`src/hw/rtl/gss_pkg.sv`:
```
// ----------------------------------------------------------------------------
// gss_pkg
// Shared types and constants of the gearshift sequencer.
// ----------------------------------------------------------------------------
`timescale 1ns / 1ps

package gss_pkg;

  localparam int unsigned MsW     = 16;
  localparam int unsigned PulseW  = 12;
  localparam int unsigned LeverW  = 8;
  localparam int unsigned CmdW    = 2;
  localparam int unsigned CfgIdxW = 3;
  localparam int unsigned CfgW    = 16;
  localparam int unsigned InDataW  = 8;
  localparam int unsigned OutDataW = 24;

  // input commands
  localparam logic [CmdW-1:0] CmdTick = 2'd0;
  localparam logic [CmdW-1:0] CmdUp   = 2'd1;
  localparam logic [CmdW-1:0] CmdDown = 2'd2;

  // register indexes
  localparam logic [CfgIdxW-1:0] RegUpDelay    = 3'd0;
  localparam logic [CfgIdxW-1:0] RegDownDelay  = 3'd1;
  localparam logic [CfgIdxW-1:0] RegSolOn      = 3'd2;
  localparam logic [CfgIdxW-1:0] RegClutchIn   = 3'd3;
  localparam logic [CfgIdxW-1:0] RegClutchOut  = 3'd4;
  localparam logic [CfgIdxW-1:0] RegThreshold  = 3'd5;
  localparam logic [CfgIdxW-1:0] RegSettle     = 3'd6;

  // register reset values
  localparam logic [MsW-1:0]    UpDelayRst   = 16'd50;
  localparam logic [MsW-1:0]    DownDelayRst = 16'd100;
  localparam logic [MsW-1:0]    SolOnRst     = 16'd80;
  localparam logic [PulseW-1:0] ClutchInRst  = 12'd2000;
  localparam logic [PulseW-1:0] ClutchOutRst = 12'd1000;
  localparam logic [LeverW-1:0] ThresholdRst = 8'd90;
  localparam logic [MsW-1:0]    SettleRst    = 16'd50;

  localparam logic [MsW-1:0] MsMax = {MsW{1'b1}};

  typedef enum logic [2:0] {
    PH_IDLE       = 3'd0,
    PH_SPARK_CUT  = 3'd1,
    PH_UP_ON      = 3'd2,
    PH_UP_OFF     = 3'd3,
    PH_CLUTCH_IN  = 3'd4,
    PH_DOWN_ON    = 3'd5,
    PH_DOWN_OFF   = 3'd6,
    PH_CLUTCH_OUT = 3'd7
  } phase_e;

  typedef struct packed {
    logic              ecu_enable;
    logic              up_solenoid;
    logic              down_solenoid;
    logic              indicator;
    logic              clutch_write;
    logic [PulseW-1:0] clutch_pulse_us;
    logic              clutch_follows_driver;
    logic              shift_notice;
    logic              shift_rejected;
    logic [2:0]        phase;
  } result_t;

  typedef struct packed {
    logic               we;
    logic [CfgIdxW-1:0] idx;
    logic [CfgW-1:0]    wdata;
  } cfg_wr_t;

endpackage

```
`src/hw/rtl/gear_shift_sequencer_top.sv`:
```
// ----------------------------------------------------------------------------
// gear_shift_sequencer_top
// Gearshift sequencer: one item per tick or shift request, one result each.
// ----------------------------------------------------------------------------
//  channel   dir  handshake             payload
//  s_axis    in   tvalid/tready         tuser: command, tdata: clutch_position
//  m_axis    out  tvalid/tready         tdata: result fields
//  cfg       in   cfg_we_i              cfg_idx_i, cfg_wdata_i
//
//  One item per cycle while tready is high; its result is registered, in the
//  result register or, under output stall, in the skid. The two-entry output
//  buffer takes one more item while the output stalls; tready drops once full.
//  Reset loads the register defaults and puts the sequencer idle.
// ----------------------------------------------------------------------------
`timescale 1ns / 1ps

module gear_shift_sequencer_top (
  input  logic                          clk_i,
  input  logic                          rst_ni,
  input  logic                          s_axis_tvalid,
  output logic                          s_axis_tready,
  // [7:0] clutch_position
  input  logic [gss_pkg::InDataW-1:0]   s_axis_tdata,
  // [1:0] command
  input  logic [gss_pkg::CmdW-1:0]      s_axis_tuser,
  output logic                          m_axis_tvalid,
  input  logic                          m_axis_tready,
  // [0] ecu_enable, [1] up_solenoid, [2] down_solenoid, [3] indicator,
  // [4] clutch_write, [16:5] clutch_pulse_us, [17] clutch_follows_driver,
  // [18] shift_notice, [19] shift_rejected, [22:20] phase, [23] zero
  output logic [gss_pkg::OutDataW-1:0]  m_axis_tdata,
  input  logic                          cfg_we_i,
  input  logic [gss_pkg::CfgIdxW-1:0]   cfg_idx_i,
  input  logic [gss_pkg::CfgW-1:0]      cfg_wdata_i
);
  import gss_pkg::*;

  cfg_wr_t cfg;
  result_t res;
  result_t out_q, skid_q;
  logic    out_valid_q, skid_valid_q;
  logic    s_acc, m_take;

  assign cfg.we    = cfg_we_i;
  assign cfg.idx   = cfg_idx_i;
  assign cfg.wdata = cfg_wdata_i;

  assign s_axis_tready = !skid_valid_q;
  assign s_acc         = s_axis_tvalid && s_axis_tready;
  assign m_take        = out_valid_q && m_axis_tready;

  gss_core u_core (
    .clk_i     (clk_i),
    .rst_ni    (rst_ni),
    .cfg_i     (cfg),
    .item_en_i (s_acc),
    .cmd_i     (s_axis_tuser),
    .lever_i   (s_axis_tdata[LeverW-1:0]),
    .result_o  (res)
  );

  always_ff @(posedge clk_i or negedge rst_ni) begin
    if (!rst_ni) begin
      out_valid_q  <= 1'b0;
      skid_valid_q <= 1'b0;
    end else begin
      if (m_take) begin
        if (skid_valid_q) begin
          skid_valid_q <= 1'b0;
        end else begin
          out_valid_q <= s_acc;
        end
      end else if (s_acc) begin
        if (out_valid_q) begin
          skid_valid_q <= 1'b1;
        end else begin
          out_valid_q <= 1'b1;
        end
      end
    end
  end

  always_ff @(posedge clk_i) begin
    if (m_take) begin
      out_q <= skid_valid_q ? skid_q : res;
    end else if (s_acc) begin
      if (out_valid_q) begin
        skid_q <= res;
      end else begin
        out_q <= res;
      end
    end
  end

  assign m_axis_tvalid = out_valid_q;
  assign m_axis_tdata  = {1'b0, out_q.phase, out_q.shift_rejected, out_q.shift_notice,
                          out_q.clutch_follows_driver, out_q.clutch_pulse_us,
                          out_q.clutch_write, out_q.indicator, out_q.down_solenoid,
                          out_q.up_solenoid, out_q.ecu_enable};

  a_skid_order: assert property (@(posedge clk_i) disable iff (!rst_ni)
    skid_valid_q |-> out_valid_q)
    else $error("skid holds an item ahead of the result register");

  a_skid_fill: assert property (@(posedge clk_i) disable iff (!rst_ni)
    (s_acc && out_valid_q && !m_axis_tready) |=> skid_valid_q)
    else $error("item accepted under stall not kept in skid");

  a_drain: assert property (@(posedge clk_i) disable iff (!rst_ni)
    (m_take && !s_acc && !skid_valid_q) |=> !out_valid_q)
    else $error("result offered twice");

endmodule

```
`src/hw/rtl/gss_core.sv`:
```
// ----------------------------------------------------------------------------
// gss_core
// Shift phase state, configuration registers and the per-item update.
// ----------------------------------------------------------------------------
`timescale 1ns / 1ps

module gss_core (
  input  logic                    clk_i,
  input  logic                    rst_ni,
  input  gss_pkg::cfg_wr_t        cfg_i,
  input  logic                    item_en_i,
  input  logic [gss_pkg::CmdW-1:0]   cmd_i,
  input  logic [gss_pkg::LeverW-1:0] lever_i,
  output gss_pkg::result_t        result_o
);
  import gss_pkg::*;

  logic [MsW-1:0]    up_delay_q, down_delay_q, sol_on_q, settle_q;
  logic [PulseW-1:0] clutch_in_q, clutch_out_q;
  logic [LeverW-1:0] threshold_q;

  phase_e         phase_q, phase_d;
  logic [MsW-1:0] elapsed_q, elapsed_d;
  logic           entry_q, entry_d;
  logic           ecu_q, ecu_d;
  logic           up_q, up_d;
  logic           down_q, down_d;
  logic           follow_q, follow_d;

  logic              lever_in;
  logic              first;
  logic [MsW-1:0]    el_inc;
  logic              cwrite, notice, reject;
  logic [PulseW-1:0] pulse;
  logic [MsW-1:0]    wait_ms;

  always_comb begin
    phase_d   = phase_q;
    elapsed_d = elapsed_q;
    entry_d   = entry_q;
    ecu_d     = ecu_q;
    up_d      = up_q;
    down_d    = down_q;
    follow_d  = follow_q;
    cwrite    = 1'b0;
    notice    = 1'b0;
    reject    = 1'b0;
    pulse     = '0;
    lever_in  = (lever_i >= threshold_q);
    el_inc    = (elapsed_q < MsMax) ? elapsed_q + 16'd1 : elapsed_q;
    first     = !entry_q;
    wait_ms   = lever_in ? up_delay_q : down_delay_q;

    unique case (cmd_i)
      CmdUp, CmdDown: begin
        if (phase_q != PH_IDLE && phase_q != PH_CLUTCH_OUT) begin
          reject = 1'b1;
        end else begin
          // a request in clutch out drops the pending release
          notice    = 1'b1;
          phase_d   = (cmd_i == CmdUp) ? PH_SPARK_CUT : PH_CLUTCH_IN;
          elapsed_d = '0;
          entry_d   = 1'b0;
        end
      end
      CmdTick: begin
        elapsed_d = el_inc;
        entry_d   = 1'b1;
        unique case (phase_q)
          PH_SPARK_CUT: begin
            if (first) ecu_d = 1'b0;
            if (el_inc >= up_delay_q) phase_d = PH_UP_ON;
          end
          PH_UP_ON: begin
            if (first) up_d = 1'b1;
            if (el_inc >= sol_on_q) phase_d = PH_UP_OFF;
          end
          PH_UP_OFF: begin
            if (first) begin
              up_d  = 1'b0;
              ecu_d = 1'b1;
            end
            phase_d = PH_IDLE;
          end
          PH_CLUTCH_IN: begin
            if (first) begin
              follow_d = 1'b0;
              cwrite   = 1'b1;
              pulse    = clutch_in_q;
            end
            if (el_inc >= wait_ms) phase_d = PH_DOWN_ON;
          end
          PH_DOWN_ON: begin
            if (first) down_d = 1'b1;
            if (el_inc >= sol_on_q) phase_d = PH_DOWN_OFF;
          end
          PH_DOWN_OFF: begin
            if (first) down_d = 1'b0;
            if (lever_in) begin
              follow_d = 1'b1;
              phase_d  = PH_IDLE;
            end else if (el_inc >= settle_q) begin
              phase_d = PH_CLUTCH_OUT;
            end
          end
          PH_CLUTCH_OUT: begin
            if (first) begin
              cwrite   = 1'b1;
              pulse    = clutch_out_q;
              follow_d = 1'b1;
            end
            phase_d = PH_IDLE;
          end
          default: ;
        endcase
        // every phase change restarts the timer and the entry action
        if (phase_d != phase_q) begin
          elapsed_d = '0;
          entry_d   = 1'b0;
        end
      end
      default: ;
    endcase
  end

  always_comb begin
    result_o.ecu_enable            = ecu_d;
    result_o.up_solenoid           = up_d;
    result_o.down_solenoid         = down_d;
    result_o.indicator             = up_d | down_d;
    result_o.clutch_write          = cwrite;
    result_o.clutch_pulse_us       = pulse;
    result_o.clutch_follows_driver = follow_d;
    result_o.shift_notice          = notice;
    result_o.shift_rejected        = reject;
    result_o.phase                 = phase_d;
  end

  always_ff @(posedge clk_i or negedge rst_ni) begin
    if (!rst_ni) begin
      phase_q   <= PH_IDLE;
      elapsed_q <= '0;
      entry_q   <= 1'b0;
      ecu_q     <= 1'b1;
      up_q      <= 1'b0;
      down_q    <= 1'b0;
      follow_q  <= 1'b1;
    end else if (item_en_i) begin
      phase_q   <= phase_d;
      elapsed_q <= elapsed_d;
      entry_q   <= entry_d;
      ecu_q     <= ecu_d;
      up_q      <= up_d;
      down_q    <= down_d;
      follow_q  <= follow_d;
    end
  end

  always_ff @(posedge clk_i or negedge rst_ni) begin
    if (!rst_ni) begin
      up_delay_q   <= UpDelayRst;
      down_delay_q <= DownDelayRst;
      sol_on_q     <= SolOnRst;
      clutch_in_q  <= ClutchInRst;
      clutch_out_q <= ClutchOutRst;
      threshold_q  <= ThresholdRst;
      settle_q     <= SettleRst;
    end else if (cfg_i.we) begin
      unique case (cfg_i.idx)
        RegUpDelay:   up_delay_q   <= cfg_i.wdata;
        RegDownDelay: down_delay_q <= cfg_i.wdata;
        RegSolOn:     sol_on_q     <= cfg_i.wdata;
        RegClutchIn:  clutch_in_q  <= cfg_i.wdata[PulseW-1:0];
        RegClutchOut: clutch_out_q <= cfg_i.wdata[PulseW-1:0];
        RegThreshold: threshold_q  <= cfg_i.wdata[LeverW-1:0];
        RegSettle:    settle_q     <= cfg_i.wdata;
        default: ;
      endcase
    end
  end

  a_entry_clr: assert property (@(posedge clk_i) disable iff (!rst_ni)
    (phase_q != $past(phase_q)) |-> !entry_q)
    else $error("entry flag not cleared on phase change");

  a_up_phase: assert property (@(posedge clk_i) disable iff (!rst_ni)
    up_q |-> (phase_q == PH_UP_ON || phase_q == PH_UP_OFF))
    else $error("up solenoid driven outside upshift");

  a_down_phase: assert property (@(posedge clk_i) disable iff (!rst_ni)
    down_q |-> (phase_q == PH_DOWN_ON || phase_q == PH_DOWN_OFF))
    else $error("down solenoid driven outside downshift");

  a_spark_cut: assert property (@(posedge clk_i) disable iff (!rst_ni)
    !ecu_q |-> (phase_q == PH_SPARK_CUT || phase_q == PH_UP_ON || phase_q == PH_UP_OFF))
    else $error("ignition cut outside upshift");

endmodule

```
`config.mk`:
```
export PLATFORM = sky130hd
export DESIGN_NAME = gear_shift_sequencer_top
export DESIGN_NICKNAME = d
export VERILOG_FILES = /design/src/hw/rtl/gss_pkg.sv /design/src/hw/rtl/gear_shift_sequencer_top.sv /design/src/hw/rtl/gss_core.sv
export SDC_FILE = /design/constraint.sdc
export NUM_CORES = 1
export LEC_CHECK = 0
export BUFFER_PORTS_ARGS = -buffer_cell sky130_fd_sc_hd__buf_2
export CAP_MARGIN = 20
export CORE_MARGIN = 4
export CORE_UTILIZATION = 61
export DETAILED_ROUTE_END_ITERATION = 10
export GPL_TIMING_DRIVEN = 0
export HOLD_SLACK_MARGIN = 0.12
export PLACE_DENSITY_LB_ADDON = 0.08
export SLEW_MARGIN = 25
export SYNTH_ARGS = -nofsm -noshare
export SYNTH_HDL_FRONTEND = slang
export SYNTH_HIERARCHICAL = 1
export SYNTH_SLANG_ARGS = --single-unit
```
`constraint.sdc`:
```
create_clock -name clk_i -period 4.85 [get_ports clk_i]
set_input_delay 0.2425 -clock clk_i [delete_from_list [all_inputs] [get_ports clk_i]]
set_output_delay 0.2425 -clock clk_i [all_outputs]
set_load 0.05 [all_outputs]
```
* After elaboration in Yosys (flattened, before gate mapping)
Cells that the tools add are included.
Storage, ports and cells: flip-flop bits (word level) 168, input port bits 34, output and inout port bits 26, logic and storage cells 147
Cells by class: add/subtract/negate cells 1, magnitude comparators 6, eq/ne operators 20, mux-type cells 57, bitwise operators 2, reductions and logical operators 25
Operator list (count):
- $mux 23 | 4
- $ge 16x16->1 | 4
- $mux 16 | 4
- $mux 12 | 3
- $pmux 16 s2 | 1
- $mux 1 | 28
- $mux 3 | 9
- $pmux 12 s2 | 1
- $eq 3x3->1 const B | 7
- $reduce_and 2->1 | 10
- $pmux 3 s6 | 1
- $add 16x1->16 const B | 1
- $lt 16x16->1 const B | 1
- $eq 3x2->1 const B | 4
- $ge 8x8->1 | 1
- $pmux 1 s2 | 4
- $eq 3x1->1 const B | 2
- $pmux 3 s2 | 1
- $reduce_and 3->1 | 2
- $reduce_bool 2->1 | 3
- $reduce_or 2->1 | 3
- $ne 2x2->1 const B | 2
- $logic_and 1x1->1 | 3
- $logic_not 3->1 | 1
- 11 further kinds | 11

* Depth between registers and ports, before layout
depth after elaboration 11, gate-level depth with buffers 20, mapped depth without buffers 19

* Cells and area by module
Netlist, hierarchy kept.
By module, submodules not included:
- gss_core | times used 1, cells each 744, area an instance 7364.6 um^2, seq. area each 3039.2 um^2
- gear_shift_sequencer_top | times used 1, cells each 87, area an instance 1869.3 um^2, seq. area each 1431.4 um^2

* Least setup slack after synthesis
OpenSTA, ideal clock, no wires.
path type flip-flop to flip-flop, start point register u_core.elapsed_q[3], end point register out_q, in the netlist m_axis_tdata[20], data pin, library setup time 260 ps, data arrival time 3873 ps, data required time 4590 ps, setup slack 717 ps, cell stages (with the launch flop) 18, path buffers 2, clock period less this slack 4133 ps, cells stage by stage dfrtp_1 -> and4_4 -> nand4_1 -> or2_1 -> buf_6 -> or3_1 -> buf_6 -> xnor2_1 -> ha_1 -> nand2b_1 -> a2111oi_0 -> o31a_1 -> o31ai_1 -> a311oi_2 -> nand3b_1 -> a22oi_1 -> o21ai_0 -> mux2_4
RTL lines:
- start: declaration | RTL line gss_core.sv:23 | logic [MsW-1:0] elapsed_q, elapsed_d;
- start signal: assignment | RTL line gss_core.sv:150 | elapsed_q <= elapsed_d;
- end signal: assignment | RTL line gear_shift_sequencer_top.sv:85 | out_q <= skid_valid_q ? skid_q : res;
- end signal: assignment | RTL line gear_shift_sequencer_top.sv:90 | out_q <= res;
- end: declaration | RTL line gear_shift_sequencer_top.sv:40 | result_t out_q, skid_q;

==> flow_summary.yaml <==
run_status:
  status: "complete, no violations"
global_route:
  grt_pass1_vias: 6810
  grt-ovfl-total: 0
  grt_util_all_layers_pct: 25.7
  grt_max_degree: 76
  antenna_found_initial: 0
  grt_pass1_wl_um: 34200
logic_synthesis:
  muxShareOfSynthArea_pct: 14.2
  ys_seq_area_share_pct: 48.4
  synthSimpleGateAreaFrac_pct: 11.4
  synth_xor_area_share_pct: 0.664
  avgSynthCellArea_sq_um: 11.1
  synth-edff-count: 46
  synth-seq-cells: 168
  yosys.area_share.adder_pct: 10.3
  synth_area_leaders: "dfrtp_1 (25%), edfxtp_1 (15%), ha_1 (10%)"
  yosys.area.top_type: "dfrtp_1"
  synth_area_sq_um: 9230
  synthCells: 831
  synth_flop_cell: "dfrtp_1"
  ys_warn_count: 6
  synth.distinct_cells: 63
  async_flop_share_pct: 72.6
  synth_compound_area_share_pct: 10.0
  yosys.area.top_type_share_pct: 25.2
  synth_top_family_by_area: "multiplexers"
  syn_nets: 941
placement:
  hpwl_um: 15200
  port_buffers: 57
  gp_congestion: 0.924
  placed_cells: 1076
sta:
  period_needed_ps: 4740
  setup_viol: 0
  rsz0062_at_grt: "yes"
  tightest_slew_ps: 776
  post-route-period-util_pct: 97.7
  slew-limit-headroom_pct: 48.2
  fmax_mhz: 211
  slew_violations: 0
  hold_viol: 0
  finClkSkew_ps: 8.66
layout:
  nets: 1039
  syn_to_final_growth_pct: 15.3
  final_layout_size_suffix_gt1_share_pct: 29.0
  final_common_cell: "nand2_1"
  antennaDiodeCount: 0
  fin_cells: 1126
  fin_util_pct: 72.5
  fillerInstances: 1041
  mostFrequentLayoutCells: "nand2_1 (93), dfrtp_1 (90), ha_1 (76)"
worst_setup_path:
  cp_max_fo: 7
  max_stage_delay_ps: 410
  worstPathCellList: "and4_4 > nand4_1 > or2_1 > buf_6 > or3_1 > buf_6 > xnor2_4 > ha_1 > nand2b_1 > a2111oi_4 > o31a_1 > o31ai_1 > a311oi_2 > nand3b_1 > a22oi_2 > o21ai_0 > mux2_4"
  crit_arrival_ps: 4910
  critPathKind: "reg2reg"
  reg2reg_depth: 17
  worstPathRequired_ps: 5020
  cp-end-kind: "flop"
  crit_top_cell: "buf_6"
  cp-start-kind: "flop"
  slowest_stage: "dfrtp_1"
pwr:
  p_leak_nw: 4.93
  p_per_area_nw_per_um2: 465
  ir_drop_mv: 0.278
routing:
  drc: 0
  wl_per_cell_um: 18.4
  drt_wl_total_um: 20800
  avgViaCountPerCell: 5.90
  dr.pass1.iters: 5
  ant_nets: 0
  drtIter0Drc: 512
  dr_total_vias: 6648
clocking:
  clockRootBuffer: "clkbuf_16"
  h-tree-depth: 4
  clock_latency_ps: 420
  clock_path_buffers: 2
  cts_inserted_buffers: 17
  clk_pin_slew_ps: 70
  cts.sinks: 168
  tritoncts: "built"
floorplan:
  num_io_pins: 60
  die_w_um: 131
  dieArea_sq_um: 17200
  core_sq_um: 14700
  initial_utilization_pct: 62.8
  die_h_um: 131
  row_count: 44
min_path:
  min_path_cells: 3
  hp-class: "in2reg"
job:
  max_cap_viol_count: 0
Yosys cell counts, types with 5 or more instances:
master	number
a22oi_1	14
nor3_1	8
dfrtp_1	93
nor2_1	35
ha_1	76
nand4_1	11
dfstp_2	29
clkbuf_1	19
a21oi_1	33
inv_1	68
edfxtp_1	46
a21o_1	12
buf_4	8
nand2_1	94
buf_6	5
nand2b_1	14
o21ai_0	55
nand3_1	8
o21ai_1	6
mux2_2	75
mux2_4	20
mux2i_1	17
worst max-delay path: cells and delay by family (launching register included):
family | cells | cell delay (ps)
adders and majority gates | 1 | 270
muxes | 1 | 270
buffers and inverters | 2 | 300
AOI/OAI and AO/OA | 6 | 1550
and+or+nand+nor | 6 | 1440
DFF | 1 | 410
xor gates and xnor gates | 1 | 230
repair_timing:
item / CTS / global route
endpoints found under the setup margin: 21 / 10
endpoints found under the hold margin: 64 / 0
resized for setup: 11 / 13
setup buffers: 0 / 9
hold buffers: 9 / 0
gates cloned: 0 / 0
pin swaps: 1 / 7
stage by stage:
step	power, mW	hold slack, ps	worst slack (ps)	setup TNS, ps	instance area [sq um]
after floorplan	3.13	-53.1	717	0	9230
after global placement	3.47	486	-560	-4830	9750
after detailed placement	3.56	206	-588	-5380	9820
after CTS	4.92	130	0.270	0	10500
after global routing	5.23	154	-93.5	-93.5	10700
final	4.95	147	111	0	10700
area by class of cell:
cell class	count	area [sq um]	area share [%]
well taps	184	230	2.16
inverters	68	255	2.40
repair buffers	79	503	4.72
clock buffers	20	448	4.21
clock inverters	12	116	1.09
plain buffers	36	210	1.97
flip-flops and latches	168	4470	42.0
multi-input cells	559	4410	41.4
worst paths after layout:
check / startpoint / to / slack [ps]
worst max register to register: u_core/elapsed_q[6] / m_axis_tdata[20] / 110
worst min-delay path: cfg_wdata_i[8] / u_core/up_delay_q[8] / 150
min in group asynchronous: rst_ni / u_core/settle_q[0] / 310
worst max-delay path: u_core/elapsed_q[6] / m_axis_tdata[20] / 110
max in group asynchronous: rst_ni / u_core/clutch_in_q[7] / 3770
worst min register to register: u_core/down_delay_q[8] / u_core/down_delay_q[8] / 510
metal layers:
metal | share of wire, % | track usage [%] | vias to the layer above
met5 | 0 | 0 | -
met4 | 2.3 | 9.68 | 0
met3 | 5.1 | 3.90 | 35
met2 | 50 | 43.0 | 205
met1 | 43 | 34.0 | 3282
li1 | - | - | 3126
power breakdown:
| group | leakage (nW) | switching (mW) | internal, mW |
|---|---|---|---|
| Clock | 0.271 | 0.568 | 0.728 |
| Combinational | 2.79 | 1.01 | 0.647 |
| Sequential | 1.87 | 0.157 | 1.83 |
| Total | 4.93 | 1.74 | 3.21 |
sequential cells by signal (all words and copies together) (netlist names), 3 cells and up:
register / flops
u_core/down_delay_q: 16
u_core/clutch_out_q: 12
u_core/phase_q: 3
m_axis_tdata: 23
u_core/settle_q: 16
u_core/clutch_in_q: 12
u_core/up_delay_q: 16
u_core/sol_on_q: 16
u_core/threshold_q: 8
skid_q: 23
u_core/elapsed_q: 16
logic make-up after synthesis:
group,after synthesis
compound gates,152
xor+xnor,7
fa+ha+maj,76
buf+inv,104
flops,168
mux,112
other cells,1
simple gates,211
No activity file was read; power rests on OpenSTA's default activity.
